<file path="src/bcrp_pkg.sv">
// bcrp_pkg: shared types, constants and helpers for the bend corner relief block
// depends on nothing
`timescale 1ns / 1ps
`default_nettype none
package bcrp_pkg;
	localparam int COORD_FRAC_BITS = 16;
	localparam int UNIT_FRAC = 30;
	localparam logic [63:0] MATCH_LIMIT = (64'd1 << (2 * COORD_FRAC_BITS)) / 64'd10000;
	localparam logic [63:0] SHORT_LIMIT = (64'd1 << (2 * COORD_FRAC_BITS)) / 64'd1000000;
	localparam logic [31:0] DIAG_Q32 = 32'd3037000500;
	localparam logic [63:0] BOUND = 64'd1 << COORD_FRAC_BITS;

	// direction unit depth: normalize and square stages, then root and divide steps
	localparam int SQRT_STEPS = 32;
	localparam int DIV_STEPS = 32;
	localparam int UNIT_LATENCY = 2 + SQRT_STEPS + DIV_STEPS;

	typedef enum logic [0:0] {
		CFG_MODE   = 1'b0,
		CFG_RADIUS = 1'b1
	} cfg_idx_t;

	typedef enum logic [0:0] {
		MODE_OCTAGON = 1'b0,
		MODE_DOGBONE = 1'b1
	} relief_mode_t;

	typedef struct packed {
		logic        valid;
		logic        hit;
		logic [1:0]  sel;
	} match_t;

	// unit direction result handed to the vertex stage
	typedef struct packed {
		logic               ok;
		logic signed [32:0] ux;
		logic signed [32:0] uy;
	} unit_t;

	function automatic logic [32:0] mag33(input logic signed [32:0] v);
		mag33 = v[32] ? 33'(-v) : 33'(v);
	endfunction

	// true when |dx|,|dy| below bound and the squared length within limit
	function automatic logic small_sq(input logic signed [32:0] dx,
		input logic signed [32:0] dy, input logic [63:0] limit);
		logic [32:0] ax, ay;
		logic [63:0] s;
		ax = mag33(dx);
		ay = mag33(dy);
		s = 64'(ax[COORD_FRAC_BITS-1:0]) * 64'(ax[COORD_FRAC_BITS-1:0])
			+ 64'(ay[COORD_FRAC_BITS-1:0]) * 64'(ay[COORD_FRAC_BITS-1:0]);
		small_sq = (64'(ax) < BOUND) && (64'(ay) < BOUND) && (s <= limit);
	endfunction

	function automatic logic [31:0] sat32(input logic signed [34:0] v);
		if (v > 35'sd2147483647)
			sat32 = 32'h7fffffff;
		else if (v < -35'sd2147483648)
			sat32 = 32'h80000000;
		else
			sat32 = v[31:0];
	endfunction
endpackage
`default_nettype wire

</file>
<file path="src/bcrp_lane.sv">
// bcrp_lane: one endpoint-pair lane, tests a pair for a shared corner
// depends on bcrp_pkg
`timescale 1ns / 1ps
`default_nettype none
module bcrp_lane import bcrp_pkg::*; (
	input  wire logic               clk,
	input  wire logic signed [31:0] p_x,
	input  wire logic signed [31:0] p_y,
	input  wire logic signed [31:0] q_x,
	input  wire logic signed [31:0] q_y,
	output logic                    hit_s1
);
	logic signed [32:0] dx, dy;
	assign dx = 33'(p_x) - 33'(q_x);
	assign dy = 33'(p_y) - 33'(q_y);
	always_ff @(posedge clk) begin
		hit_s1 <= small_sq(dx, dy, MATCH_LIMIT);
	end
endmodule
`default_nettype wire

</file>
<file path="config.mk">
export PLATFORM = sky130hd
export DESIGN_NAME = bcrp_lane
export DESIGN_NICKNAME = d
export VERILOG_FILES = /design/src/bcrp_pkg.sv /design/src/bcrp_lane.sv
export SDC_FILE = /design/constraint.sdc
export NUM_CORES = 1
export LEC_CHECK = 0
export BUFFER_PORTS_ARGS = -buffer_cell sky130_fd_sc_hd__buf_4
export CAP_MARGIN = 10
export CORE_ASPECT_RATIO = 0.5
export CORE_MARGIN = 1.5
export CORE_UTILIZATION = 55
export CTS_CLUSTER_DIAMETER = 50
export DETAILED_ROUTE_END_ITERATION = 7
export HOLD_SLACK_MARGIN = 0.06
export PLACE_DENSITY = 0.73
export SKIP_CTS_REPAIR_TIMING = 1
export SYNTH_ARGS = -nofsm -noshare
export SYNTH_HDL_FRONTEND = slang
export SYNTH_SLANG_ARGS = --single-unit
</file>
<file path="constraint.sdc">
create_clock -name clk -period 20.4 [get_ports clk]
set_input_delay 2.04 -clock clk [delete_from_list [all_inputs] [get_ports clk]]
set_output_delay 2.04 -clock clk [all_outputs]
set_load 0.02 [all_outputs]
</file>
==> summary.txt, run 1 <==
CTS
  • Worst-path clk slew: 0 ns

Timing
  • Final Max Tran Viols: 0
  • Slew of the pin with the lowest slew margin: 1.12 ns
  • Setup TNS: 0 ns
  • Unrepaired setup endpoints after global routing: no
  • Final setup fails: 0
  • Final Cycle Share: 73.8%
  • Tmin final: 15.05 ns
  • Slack of the critical path: 5.35 ns
  • Final hold slack: 2.50 ns
  • Fmax: 66.4 MHz
  • Relative slew slack: 25.0%
  • Endpoints failing hold: 0

Yosys
  • Post-synthesis sequential area ratio: 0.0954%
  • Synth Instances: 2564
  • Complex-gate fraction of the synthesized area: 13.9%
  • Post-synth EDFFs: 0
  • Largest family of logic cells by synthesized area: adder cells
  • Count leader, synth: inv_1
  • Mapped Nets: 3338
  • Top area cells in the synthesized netlist: fa_1, ha_1, inv_1
  • Synth Area in Simple Gates: 15.4%
  • Ys flop type: dfxtp_1
  • Mux share of post-synthesis cell area: 0.954%
  • Area share of the largest cell type after synthesis: 37.6%
  • Largest area contributor in the netlist: fa_1
  • Netlist Area Pre-Place: 21000 sq um
  • Register bit total from synthesis: 1
  • Syn Area/Cell: 8.18 sq um
  • Ys async rst share: 0%
  • Post-synthesis adder-cell area fraction: 52.6%
  • Synth cell types: 95
  • Synth Warn #: 0
  • Synth cell count leaders: inv_1, fa_1, ha_1
  • Post-synthesis xor/xnor area fraction: 4.50%

Routing
  • Vias per std cell: 5.59
  • DRT Pass-1 Iters: 5
  • Vias: 17555
  • Met1 wire length: 22.8 mm
  • Post-route ant nets: 0
  • Drt drc: 0
  • DR WL met3: 3.55 mm
  • Routed len/inst: 15.9 microns
  • Wirelength, routed: 49.9 mm
  • Met2 wire length: 22.7 mm
  • Drt initial violations: 1073
  • Top Layer Used: met5

Setup path
  • Worst path arrival time: 14.96 ns
  • Critical path type: primary input to flop
  • Critical Path Start Type: primary input
  • Crit-path slowest cell: a31oi_2
  • Most Frequent Cell on Critical Path: fa_1
  • CP required: 20.31 ns
  • Crit path capture type: flop
  • Worst path max stage delay: 0.94 ns
  • Worst-path fanout max: 21

Finish
  • Layout cells sized above 1: 8.34%
  • Diodes inserted: 0
  • Top Registers: hit_s1 x1
  • Filler cells: 3403
  • Sequential Area: 20.0 sq um
  • Most flop-heavy register: hit_s1
  • Final nets: 3425
  • Layout area overhead: 7.25%
  • Non-Filler Instances: 3143
  • Max reg flops: 1
  • Multi-input gate area: 18300 sq um

Die
  • Die H: 141 microns
  • Initial Util: 56.0%
  • Core area: 37500 sq um
  • Die width: 279 microns
  • Site row count: 50
  • Die area: 39400 sq um
  • # IOs: 130

Global route
  • All-layer global routing usage: 26.1%
  • Vias in the first global route: 17286
  • Antenna violations before repair: 2
  • First-pass GRT wire length: 83.5 mm
  • Total grt overflow: 0
  • Largest net degree at the start of global routing: 23

Flow run
  • Max_cap viols: 0

Placement
  • # port buffers: 129
  • Inst Count DP: 3143
  • Routability cong.: 1.02
  • Post-DP HPWL: 44.5 mm
  • Pre-CTS setup slack: 5.77 ns

Hold path
  • Hold Crit Class: flop to output port

Outcome
  • Status: finished, final reports clean
-- per-stage QoR --
step	utilization (%)	cell area, sq um
floorplan	-	21000
global placement	60.0	22500
detailed placement	60.0	22500
CTS	60.0	22500
global route	60.0	22500
finish	60.0	22500
-- cell usage in the layout (no fill, tap or decap), drive strengths merged, types with 8 or more instances in the layout --
cell / n
a21oi: 105
o21ai: 83
xor2: 43
o211a: 8
and4: 10
or2: 15
mux2i: 11
o21a: 17
a311oi: 8
ha: 251
a21o: 46
o31ai: 12
fa: 394
nand2: 191
buf: 157
xnor2: 64
nor4: 13
nor3: 31
and2: 26
nand2b: 30
and3: 15
a31oi: 22
nand3: 27
a211oi: 24
o211ai: 20
inv: 614
nor2b: 15
o21bai: 10
nand4: 26
clkinv: 9
mux2: 8
or3: 13
nor2: 222
-- layout make-up --
cell class	count	area share (%)
Inverter	623	10.4
Multi-Input combinational cell	1868	81.5
Sequential cell	1	0.0890
Tap cell	494	2.75
Timing Repair Buffer	157	5.24
-- worst paths after layout --
path / from / to / slack, ns / cells past startpoint
setup / recovery: p_x[0] / hit_s1 / 5.35 / 41
hold / removal: hit_s1 / hit_s1 / 2.50 / 1
-- critical path, delay by kind of cell --
kind | cells | cell delay, ns
XOR/XNOR | 1 | 0.92
AND/OR/NAND/NOR | 11 | 2.24
AO/OA/AOI/OAI | 9 | 3.55
adder cells (fa/ha/maj) | 11 | 5.00
buffers and inverters | 9 | 1.17
-- per-layer routing --
layer	up-vias	track usage [%]
met5	-	0
li1	8358	-
met3	69	3.71
met1	8631	37.6
met2	493	42.8
met4	4	4.06
-- cells by family after synthesis --
kind of cell	count (synthesis)
adders and majority gates	645
and+or+nand+nor	667
buffers and inverters	695
muxes	19
DFF	1
AOI/OAI and AO/OA	430
xor gates and xnor gates	107
Power of run 1 is not shown: default switching activity piles up to over one toggle a cycle in this logic, so the estimate is an artifact.
==> run 2, diff against run 1 <==
==> constraint.sdc (replaced) <==
create_clock -name clk -period 15.1 [get_ports clk]
set_input_delay 1.51 -clock clk [delete_from_list [all_inputs] [get_ports clk]]
set_output_delay 1.51 -clock clk [all_outputs]
set_load 0.02 [all_outputs]
==> run 2 against run 1 <==
Largest cell class unchanged. Hold slack got worse by 0.53 ns. Cell area about the same. Critical endpoint unchanged. First-iteration DRC count is 1.0% lower.
==> summary.txt, run 2 (synthesized netlist as in run 1, its figures left out) <==
Outcome
  • Status: finished, final reports clean

Die
  • Core area: 37500 sq um (unchanged)
  • Site row count: 50 (unchanged)
  • Die H: 141 microns (unchanged)
  • # IOs: 130 (unchanged)
  • Die area: 39400 sq um (unchanged)
  • Die width: 279 microns (unchanged)
  • Initial Util: 56.0% (unchanged)

Setup path
  • Worst path max stage delay: 0.83 ns (-0.11 ns)
  • Most Frequent Cell on Critical Path: fa_1
  • Worst path arrival time: 14.07 ns (-0.89 ns)
  • Critical path type: primary input to flop
  • Crit-path slowest cell: xor2_1
  • Crit path capture type: flop
  • CP required: 15.01 ns (-5.30 ns)
  • Worst-path fanout max: 10 (-52%)
  • Critical path origin: p_x[0]
  • Critical Path Start Type: primary input

Finish
  • Layout cells sized above 1: 8.35% (about the same)
  • Non-Filler Instances: 3143 (unchanged)
  • Filler cells: 3394 (-0.26%)
  • Final nets: 3424 (-0.029%)
  • Most frequent cells in the layout: inv_1, fa_1, ha_1
  • Layout area overhead: 7.26% (about the same)
  • Max reg flops: 1 (unchanged)
  • Most flop-heavy register: hit_s1
  • Top Registers: hit_s1 x1
  • Most common cell after layout, fill and taps aside: inv_1

Timing
  • Setup TNS: 0 ns (unchanged)
  • Final hold slack: 1.97 ns (-0.528 ns)
  • Fmax: 70.6 MHz
  • Slew of the pin with the lowest slew margin: 1.24 ns (+0.114 ns)
  • Tmin final: 14.16 ns
  • Unrepaired setup endpoints after global routing: no
  • Final Cycle Share: 93.7%
  • Endpoints failing hold: 0 (unchanged)
  • Relative slew slack: 17.1% (-8.0 points)
  • Final Max Tran Viols: 0 (unchanged)
  • Final setup fails: 0 (unchanged)

Routing
  • Post-route ant nets: 0 (unchanged)
  • Wirelength, routed: 51.1 mm (+2.2%)
  • Vias: 17633 (+0.44%)
  • Drt initial violations: 1062 (-1.0%)
  • Routed len/inst: 16.2 microns (+2.2%)
  • Drt drc: 0 (unchanged)
  • DRT Pass-1 Iters: 6 (+1)
  • Vias per std cell: 5.61 (+0.44%)

Hold path
  • Worst Hold End: hit_s1
  • Hold Crit Class: flop to output port
  • Hold-critical path depth: 1 (unchanged)
  • Min-delay src: hit_s1

Global route
  • First-pass GRT wire length: 86.8 mm (+4.0%)
  • Antenna violations before repair: 1 (-1)
  • Largest net degree at the start of global routing: 23 (unchanged)
  • Vias in the first global route: 17868 (+3.4%)
  • Total grt overflow: 0 (unchanged)
  • All-layer global routing usage: 27.1% (+0.96 points)

Flow run
  • Max_cap viols: 0 (unchanged)

Placement
  • Post-DP HPWL: 45.3 mm (+1.9%)
  • Inst Count DP: 3142 (-0.032%)
  • # port buffers: 129 (unchanged)
  • Routability cong.: 0.975 (-4.4%)

CTS
  • Worst-path clk slew: 0 ns (unchanged)
==> run 2: cell types whose count changed in the layout (fill, tap and decap cells not counted) <==
cell     change
buf_4        -1
diode_2      +1
xor2_1       -1
xor2_2       +1
==> run 2: how the worst max path moves through the flow <==
| stage | end | cells after the start |
|---|---|---|
| 2_1_floorplan | hit_s1 | 42 |
| 3_3_place_gp | hit_s1 | 40 |
| 3_5_place_dp | hit_s1 | 40 |
| 4_1_cts | hit_s1 | 40 |
| 5_1_grt | hit_s1 | 41 |
| 6_report | hit_s1 | 41 |
==> run 2: per-layer routing <==
layer / up-vias / share of wire (%) / track usage [%]
met2: 579 / 46 / 44.5
met5: - / 0 / 0
li1: 8382 / - / -
met3: 63 / 8.9 / 5.45
met1: 8609 / 44 / 37.6
met4: 0 / 1.8 / 4.69
==> run 2: worst max-delay path: cells and delay by family <==
| kind | cells | cell delay (ns) |
|---|---|---|
| AO/OA/AOI/OAI | 8 | 2.85 |
| XOR/XNOR | 1 | 0.83 |
| adder cells (fa/ha/maj) | 11 | 5.06 |
| buffers and inverters | 9 | 1.17 |
| AND/OR/NAND/NOR | 12 | 2.66 |
==> run 2: area by class of cell <==
class                      instances  area (sq um)  area share (%)
antenna                            1          2.50          0.0111
inverter                         623          2340            10.4
multi-input combinational       1868         18400            81.6
sequential                         1          20.0          0.0890
tap                              494           618            2.75
timing repair buffer             156          1170            5.20
==> run 2: per-stage QoR <==
step	worst slack, ns	util [%]	instance area (sq um)
2_1_floorplan	3.33	-	21000
5_1_grt	0.0355	60.0	22500
3_5_place_dp	0.920	60.0	22500
4_1_cts	0.873	60.0	22500
6_report	0.944	60.0	22500
3_3_place_gp	1.21	60.0	22500
==> run 3, diff against run 2 <==
--- a/config.mk
+++ b/config.mk
@@ -7,13 +7,15 @@
 export LEC_CHECK = 0
 export BUFFER_PORTS_ARGS = -buffer_cell sky130_fd_sc_hd__buf_4
 export CAP_MARGIN = 10
+export CELL_PAD_IN_SITES_DETAIL_PLACEMENT = 0
+export CELL_PAD_IN_SITES_GLOBAL_PLACEMENT = 1
 export CORE_ASPECT_RATIO = 0.5
 export CORE_MARGIN = 1.5
-export CORE_UTILIZATION = 55
+export CORE_UTILIZATION = 49
 export CTS_CLUSTER_DIAMETER = 50
 export DETAILED_ROUTE_END_ITERATION = 7
 export HOLD_SLACK_MARGIN = 0.06
-export PLACE_DENSITY = 0.73
+export PLACE_DENSITY_LB_ADDON = 0.1
 export SKIP_CTS_REPAIR_TIMING = 1
 export SYNTH_ARGS = -nofsm -noshare
 export SYNTH_HDL_FRONTEND = slang
==> run 3 against run 2 <==
Sequential cell count unchanged. Critical path depth is 2 lower. Critical path type unchanged. First-iteration DRC count decreased by 16%. Global-route usage is 2.2 points lower. Highest routed layer unchanged. Sequential share of layout area about the same.
==> summary.txt, run 3 (synthesized netlist as in run 1, its figures left out) <==
Setup path
  • Worst path max stage delay: 0.63 ns (-0.20 ns)
  • CP required: 15.01 ns (about the same)
  • Worst path arrival time: 13.80 ns (-0.27 ns)
  • Most Frequent Cell on Critical Path: fa_1
  • Crit path capture type: flop
  • Critical path type: primary input to flop
  • Critical Path Start Type: primary input
  • Worst-path fanout max: 16 (+6)
  • Crit-path slowest cell: clkinv_1

CTS
  • Worst-path clk slew: 0 ns (unchanged)

Finish
  • Filler cells: 4111 (+21%)
  • Final Util: 53.8% (-6.3 points)
  • Most flop-heavy register: hit_s1
  • Max reg flops: 1 (unchanged)
  • Layout area overhead: 7.92%
  • Final nets: 3433 (+0.26%)
  • Most common cell after layout, fill and taps aside: inv_1
  • Diodes inserted: 0 (-1)
  • Layout cells sized above 1: 8.51% (+0.16 points)
  • Top Registers: hit_s1 x1
  • Most frequent cells in the layout: inv_1, fa_1, ha_1
  • Design Area, Final: 22600 sq um (+0.62%)

Die
  • Initial Util: 49.8% (-6.2 points)
  • Site row count: 53 (+6.0%)
  • # IOs: 130 (unchanged)
  • Core area: 42100 sq um (+12%)
  • Die area: 44100 sq um (+12%)
  • Die H: 149 microns (+5.8%)
  • Die width: 296 microns (+5.9%)

Routing
  • Vias: 17272 (-2.0%)
  • Routed len/inst: 16.3 microns (+0.52%)
  • Vias per std cell: 5.34 (-4.8%)
  • Wirelength, routed: 52.8 mm (+3.4%)
  • DRT Pass-1 Iters: 6 (unchanged)
  • Post-route ant nets: 0 (unchanged)
  • Drt drc: 0 (unchanged)
  • Drt initial violations: 892 (-16%)

Global route
  • Met1 GRT Util: 36.6% (-0.97 points)
  • Global route hottest layer: met2
  • All-layer global routing usage: 24.9% (-2.2 points)
  • Antenna violations before repair: 0 (-1)
  • Met2 usage: 40.5% (-4.0 points)
  • Total grt overflow: 0 (unchanged)
  • First-pass GRT wire length: 87.8 mm (+1.1%)
  • GR Util met3: 2.74% (-2.7 points)
  • Largest net degree at the start of global routing: 23 (unchanged)
  • Vias in the first global route: 17370 (-2.8%)

Timing
  • Setup TNS: 0 ns (unchanged)
  • Unrepaired setup endpoints after global routing: no
  • Slack of the critical path: 1.20 ns (+0.257 ns)
  • Relative slew slack: 20.2% (+3.2 points)
  • Final setup fails: 0 (unchanged)
  • Final Max Tran Viols: 0 (unchanged)
  • Fmax: 71.9 MHz (+1.8%)
  • Tmin final: 13.90 ns (-0.257 ns)
  • Final Cycle Share: 92.0% (-1.7 points)
  • Slew of the pin with the lowest slew margin: 1.19 ns (-0.0472 ns)
  • Endpoints failing hold: 0 (unchanged)

Flow run
  • Max_cap viols: 0 (unchanged)

Placement
  • Routability cong.: 0.916 (-6.1%)
  • Pre-CTS setup slack: 1.46 ns (+0.538 ns)
  • # port buffers: 129 (unchanged)
  • Post-DP HPWL: 47.1 mm (+4.1%)
  • Placed inst area: 22600 sq um (+0.66%)

Hold path
  • Hold-critical path depth: 1 (unchanged)
  • Worst Hold End: hit_s1
  • Hold Crit Class: flop to output port
  • Min-delay src: hit_s1

Outcome
  • Status: finished, final reports clean
[run 3: cell type report]
| class | count | area, sq um | share of cell area (%) |
|---|---|---|---|
| Multi-Input combinational cell | 1868 | 18300 | 80.9 |
| Inverter | 623 | 2340 | 10.3 |
| Timing Repair Buffer | 165 | 1240 | 5.47 |
| Tap cell | 577 | 722 | 3.19 |
| Sequential cell | 1 | 20.0 | 0.0884 |
[run 3: metal layers]
layer  vias to the layer above  wire, microns
met5                         -              0
met1                      8509          25600
met3                        34           2780
met2                       335          23800
li1                       8394              -
met4                         0            666
[run 3: how the worst max path moves through the flow]
| stage | startpoint | endpoint | slack [ns] | depth (start not counted) |
|---|---|---|---|---|
| after floorplan | p_y[0] | hit_s1 | 3.33 | 42 |
| after global placement | p_y[0] | hit_s1 | 1.61 | 39 |
| after detailed placement | p_y[0] | hit_s1 | 1.46 | 39 |
| after CTS | p_y[0] | hit_s1 | 1.37 | 39 |
| after global routing | p_y[0] | hit_s1 | 0.33 | 39 |
| final | p_y[0] | hit_s1 | 1.20 | 39 |
[run 3: stage by stage]
step                std cells  hold slack (ns)
global placement         3234             1.97
floorplan                2564             1.85
CTS                      3234             1.96
global route             3234             1.97
detailed placement       3234             1.95
finish                   3234             1.97
[run 3: worst max-delay path, delay by kind of cell]
kind | cells | cell delay (ns)
fa+ha+maj | 11 | 5.04
simple gates | 10 | 2.44
buf+inv | 6 | 0.96
xor+xnor | 1 | 0.41
compound gates | 11 | 3.42
Power of run 3 is left out for the same reason.
